--- src/ird_pkg.sv ---
// Shared types and constants of the input-restricted deque.
package ird_pkg;

	localparam int CMD_W  = 2;
	localparam int DATA_W = 32;
	localparam int STAT_W = 3;
	localparam int POS_W  = 7;

	localparam logic [CMD_W-1:0] CMD_INSERT       = 2'd0;
	localparam logic [CMD_W-1:0] CMD_REMOVE_FRONT = 2'd1;
	localparam logic [CMD_W-1:0] CMD_REMOVE_REAR  = 2'd2;
	localparam logic [CMD_W-1:0] CMD_SEARCH       = 2'd3;

	localparam logic [STAT_W-1:0] ST_DONE      = 3'd0;
	localparam logic [STAT_W-1:0] ST_OVERFLOW  = 3'd1;
	localparam logic [STAT_W-1:0] ST_UNDERFLOW = 3'd2;
	localparam logic [STAT_W-1:0] ST_FOUND     = 3'd3;
	localparam logic [STAT_W-1:0] ST_NOT_FOUND = 3'd4;

	// Source of the removed_value field of a result.
	typedef enum logic [1:0] {
		RM_ZERO,
		RM_ONES,
		RM_DATA
	} rm_sel_t;

	// Commands from the controller to the datapath.
	typedef struct packed {
		logic                latch;
		logic                ins;
		logic                rd_end;
		logic                pop;
		logic                scan_start;
		logic                scan_step;
		logic                res_load;
		logic [STAT_W-1:0]   res_status;
		rm_sel_t             res_removed;
		logic                res_pos;
		logic                out_load;
	} ird_ctl_t;

	// Status from the datapath to the controller.
	typedef struct packed {
		logic [CMD_W-1:0] cmd;
		logic             empty;
		logic             full;
		logic             last;
		logic             match;
	} ird_stat_t;

endpackage

--- src/ird_ctrl.sv ---
// Controller of the deque: sequences each command and owns the output valid flag.
module ird_ctrl import ird_pkg::*; (
	input  logic      clk,
	input  logic      arst_n,
	input  logic      in_valid,
	output logic      in_ready,
	output logic      out_valid,
	input  logic      out_ready,
	input  ird_stat_t st,
	output ird_ctl_t  ctl
);

	localparam logic [2:0] S_IDLE   = 3'd0;
	localparam logic [2:0] S_EXEC   = 3'd1;
	localparam logic [2:0] S_RDWAIT = 3'd2;
	localparam logic [2:0] S_SCAN   = 3'd3;
	localparam logic [2:0] S_EMIT   = 3'd4;

	logic [2:0] state_q;
	logic [2:0] state_nxt;
	logic       out_valid_q;

	assign in_ready  = (state_q == S_IDLE);
	assign out_valid = out_valid_q;

	always_comb begin
		ctl             = '0;
		ctl.res_removed = RM_ZERO;
		ctl.res_status  = ST_DONE;
		state_nxt       = state_q;
		unique case (state_q)
			S_IDLE: begin
				if (in_valid) begin
					ctl.latch = 1'b1;
					state_nxt = S_EXEC;
				end
			end
			S_EXEC: begin
				ctl.res_load = 1'b1;
				state_nxt    = S_EMIT;
				case (st.cmd) inside
					CMD_INSERT: begin
						if (!st.empty && st.full) begin
							ctl.res_status = ST_OVERFLOW;
						end else begin
							ctl.ins = 1'b1;
						end
					end
					CMD_REMOVE_FRONT, CMD_REMOVE_REAR: begin
						if (st.empty) begin
							ctl.res_status  = ST_UNDERFLOW;
							ctl.res_removed = RM_ONES;
						end else begin
							ctl.res_load = 1'b0;
							ctl.rd_end   = 1'b1;
							state_nxt    = S_RDWAIT;
						end
					end
					default: begin
						// Search.
						if (st.empty) begin
							ctl.res_status = ST_NOT_FOUND;
						end else begin
							ctl.res_load   = 1'b0;
							ctl.scan_start = 1'b1;
							state_nxt      = S_SCAN;
						end
					end
				endcase
			end
			S_RDWAIT: begin
				ctl.pop         = 1'b1;
				ctl.res_load    = 1'b1;
				ctl.res_removed = RM_DATA;
				state_nxt       = S_EMIT;
			end
			S_SCAN: begin
				if (st.match) begin
					ctl.res_load   = 1'b1;
					ctl.res_status = ST_FOUND;
					ctl.res_pos    = 1'b1;
					state_nxt      = S_EMIT;
				end else if (st.last) begin
					ctl.res_load   = 1'b1;
					ctl.res_status = ST_NOT_FOUND;
					state_nxt      = S_EMIT;
				end else begin
					ctl.scan_step = 1'b1;
				end
			end
			S_EMIT: begin
				if (!out_valid_q || out_ready) begin
					ctl.out_load = 1'b1;
					state_nxt    = S_IDLE;
				end
			end
			default: begin
				state_nxt = S_IDLE;
			end
		endcase
	end

	always_ff @(posedge clk or negedge arst_n) begin
		if (!arst_n) begin
			state_q     <= S_IDLE;
			out_valid_q <= 1'b0;
		end else begin
			state_q <= state_nxt;
			if (ctl.out_load) begin
				out_valid_q <= 1'b1;
			end else if (out_ready) begin
				out_valid_q <= 1'b0;
			end
		end
	end

endmodule

--- config.mk ---
export PLATFORM = sky130hd
export DESIGN_NAME = ird_ctrl
export DESIGN_NICKNAME = d
export VERILOG_FILES = /design/src/ird_pkg.sv /design/src/ird_ctrl.sv
export SDC_FILE = /design/constraint.sdc
export NUM_CORES = 1
export LEC_CHECK = 0
export BUFFER_PORTS_ARGS = -buffer_cell sky130_fd_sc_hd__buf_2
export CAP_MARGIN = 20
export CORE_AREA = 2 2 39 41
export DETAILED_ROUTE_END_ITERATION = 8
export DIE_AREA = 0 0 41 43
export GPL_ROUTABILITY_DRIVEN = 0
export PLACE_DENSITY_LB_ADDON = 0.1
export SLEW_MARGIN = 5
export SYNTH_ARGS = -nofsm -noshare
export SYNTH_HDL_FRONTEND = slang
export SYNTH_SLANG_ARGS = --single-unit
--- constraint.sdc ---
create_clock -name clk -period 2.21 [get_ports clk]
set_input_delay 0.442 -clock clk [delete_from_list [all_inputs] [get_ports clk]]
set_output_delay 0.442 -clock clk [all_outputs]
set_load 0.1 [all_outputs]
==> summary.md <==
| Metric | Value |
|---|---|
| Status | complete, no violations |
| PwrDens | 1500 nW/um^2 |
| RSZ-0062 raised after global routing | no |
| Antenna viol nets, final | 0 |
| Post-synthesis compound-gate area fraction | 16.1% |
| NetSw | 778 uW |
| Synth Flop Type | dfrtp_1 |
| Setup CP Type | flip-flop to output port |
| Vias per cell | 4.76 |
| Post-synth ARST share | 100% |
| Placed Cells | 91 |
| R2R Path End | state_q[2]$_DFFE_PN0P_ |
| Core Box Area | 1380 um^2 |
| Routed Wire Length | 1.09 mm |
| Synth Area in XOR/XNOR | 0% |
| CTS max path bufs | 2 |
| Rows | 14 |
| Final period utilization | 94.3% |
| Endpoint, Worst Hold | out_valid$_DFFE_PN0P_ |
| #FFs+latches synth | 4 |
| DRT iter0 DRCs | 6 |
| Seq. cell area | 101 um^2 |
| Peak supply drop | 0.723 mV |
| Tmin final | 2.08 ns |
| Cells along the critical path | nor3b_2 > nand2_1 > nor3_2 > buf_12 |
| Max-Slew Margin vs Limit | 67.8% |
| Largest net degree at the start of global routing | 14 |
| Worst Clk Skew | 0.00408 ns |
| Count of pins over their slew limit | 0 |
| Die height | 43 um |
| Post-synth cell types | 27 |
| Largest family of logic cells by synthesized area | simple AND/OR/NAND/NOR gates |
| CP max stage cell | dfrtp_1 |
| Fillers | 127 |
| Max-cap viol count | 0 |
| Flop2flop setup slack | 0.84 ns |
| CTS Buf Count | 3 |
| Sw frac | 64.8% |
| Critical hold path startpoint | out_ready |
| GRT Total Usage | 14.9% |
| Reg clk slew, reported paths | 0.04 ns |
| Share of total power in the clock network | 7.5% |
| Ant diodes | 0 |
| Hold crit path type | primary input to flip-flop |
| Crit start category | flip-flop |
| Critical Path Sink Type | output port |
| Nets | 92 |
| First-pass DRT Iterations | 4 |
| Area of placed instances | 764 um^2 |
| EDFF count, synth | 0 |
| Chip Width | 41 um |
| Routed len/inst | 11.5 um |
| Int Power | 422 uW |
| Critical Path RT | 1.77 ns |
| CP arrival | 1.64 ns |
| Fin Setup TNS | 0 ns |
| Largest stage delay, worst path | 0.58 ns |
| Reg2Reg Depth | 3 |
| Worst Tran Pin Value | 0.487 ns |
| Fmax | 480 MHz |
| Number of I/O pins | 26 |
| Via count | 452 |
| Global route overflow | 0 |
| Post-synthesis simple-gate area fraction | 46.3% |
| Share of cells above drive strength 1 | 51.9% |
| Reg power frac | 15.5% |
| WHS Path Cells | 3 |
| # setup viols final | 0 |
| Combinational power share | 76.9% |
| Adder-Cell Fraction of Synth Area | 3.11% |
| Mapped Nets | 64 |
| Clk Latency, worst-skew pair | 0.24 ns |
| Worst r2r src | state_q[0]$_DFFE_PN0P_ |
| Drt drc | 0 |
| Worst-path fanout max | 10 |
| IO buf count | 25 |
| Filler-free cell count of the finished design | 95 |
| Final Util | 57.7% |
| Vias in the first global route | 398 |
| Initial Utilization | 29.1% |
| Area grow syn2layout | 98.1% |
| Syn_area_per_cell | 7.60 um^2 |
| Die ar. | 1760 um^2 |
| Clock Sinks | 4 |
| CTS tree | yes |
| Htree depth | 1 |
| Initial antenna violation count | 0 |
| DP HPWL | 825 um |
| Leakage power | 0.000347 uW |
| Mux cell area share after synthesis | 0% |
| Final hold violation count | 0 |
| Post-route design area | 798 um^2 |
| Post-Synthesis Cells | 53 |
| Sequential element share of the synthesized area | 24.8% |
| First-pass GRT wire length | 1.73 mm |
| YS warnings | 0 |
| Clock Root Buffer | clkbuf_4 |
| Multi-input logic area | 324 um^2 |
| Cell area after synthesis | 403 um^2 |
[layout by cell type, fill, tap and decap left out, types with 2 or more instances in the layout]
cell type / instances
a21oi_1: 2
a21oi_4: 2
and2_4: 2
and3_1: 2
buf_12: 12
buf_2: 13
clkbuf_4: 3
dfrtp_1: 3
inv_1: 4
nand2_1: 8
nand2b_1: 2
nor2_1: 5
nor3_4: 2
[area by class of cell]
| cell class | count | share of cell area (%) |
|---|---|---|
| multi-input cells | 42 | 40.6 |
| repair buffers | 26 | 39.5 |
| flip-flops and latches | 4 | 12.7 |
| clock buffers | 3 | 2.82 |
| well taps | 16 | 2.51 |
| inverters | 4 | 1.88 |
[timing repair]
| action | in CTS | in global routing |
|---|---|---|
| resized for setup | 0 | 1 |
| setup buffers | 0 | 0 |
| endpoints found under the setup margin | 0 | 1 |
| hold endpoints to repair | 4 | 0 |
| hold buffers | 1 | 0 |
[power groups by stage]
stage	Clock (uW)	Combinational [uW]	Sequential (uW)
after floorplan	0	707	207
after detailed placement	0	927	186
after global placement	0	922	185
after global routing	107	959	194
final	90.2	923	187
after CTS	94.4	929	185
[critical path: cells and delay by family, from the launching register on]
family | cells | cell delay (ns)
buffers and inverters | 1 | 0.21
flip-flops | 1 | 0.58
AND/OR/NAND/NOR | 3 | 0.61
[cells in the mapped netlist, types with 2 or more instances]
| cell | instances | area [um^2] |
|---|---|---|
| nor3_1 | 3 | 15.0 |
| and3_1 | 3 | 18.8 |
| and2_1 | 2 | 12.5 |
| a21oi_1 | 4 | 20.0 |
| dfrtp_1 | 4 | 100 |
| inv_1 | 4 | 15.0 |
| nand2b_1 | 2 | 12.5 |
| nand2_1 | 8 | 30.0 |
| nor2_1 | 5 | 18.8 |
[cells by family (layout without fill, tap and decap cells)]
kind of cell	after synthesis	after routing
AND/OR/NAND/NOR	32	32
AO/OA/AOI/OAI	9	9
buffers and inverters	7	33
flip-flops	4	4
adder cells (fa/ha/maj)	1	1
[metrics by stage]
| step | worst slack, ns | total power (uW) | hold WS [ns] |
|---|---|---|---|
| CTS | 0.110 | 1210 | 0.514 |
| detailed placement | 0.125 | 1110 | 0.248 |
| floorplan | -0.360 | 914 | 0.146 |
| finish | 0.125 | 1200 | 0.514 |
| global placement | 0.152 | 1110 | 0.250 |
| global route | 0.0448 | 1260 | 0.528 |
[routing by layer]
| metal | track usage, % | part of all wire (%) |
|---|---|---|
| met3 | 6.81 | 7.4 |
| met5 | 0 | 0 |
| met4 | 6.00 | 1.3 |
| met1 | 20.0 | 45 |
| met2 | 20.0 | 46 |
[state kept, by name, indices dropped and copies added (netlist names)]
signal / count
out_valid: 1
state_q: 3
[how the worst max path moves through the flow]
| stage | cells past startpoint | slack, ns | to | from |
|---|---|---|---|---|
| after floorplan | 2 | -0.36 | ctl[1] | state_q[2]$_DFFE_PN0P_ |
| after global placement | 6 | 0.15 | ctl[4] | st[4] |
| after detailed placement | 6 | 0.13 | ctl[4] | st[4] |
| after CTS | 3 | 0.11 | ctl[7] | state_q[1]$_DFFE_PN0P_ |
| after global routing | 4 | 0.04 | ctl[11] | state_q[0]$_DFFE_PN0P_ |
| final | 4 | 0.13 | ctl[11] | state_q[0]$_DFFE_PN0P_ |
(Power assumes the default switching activity.)
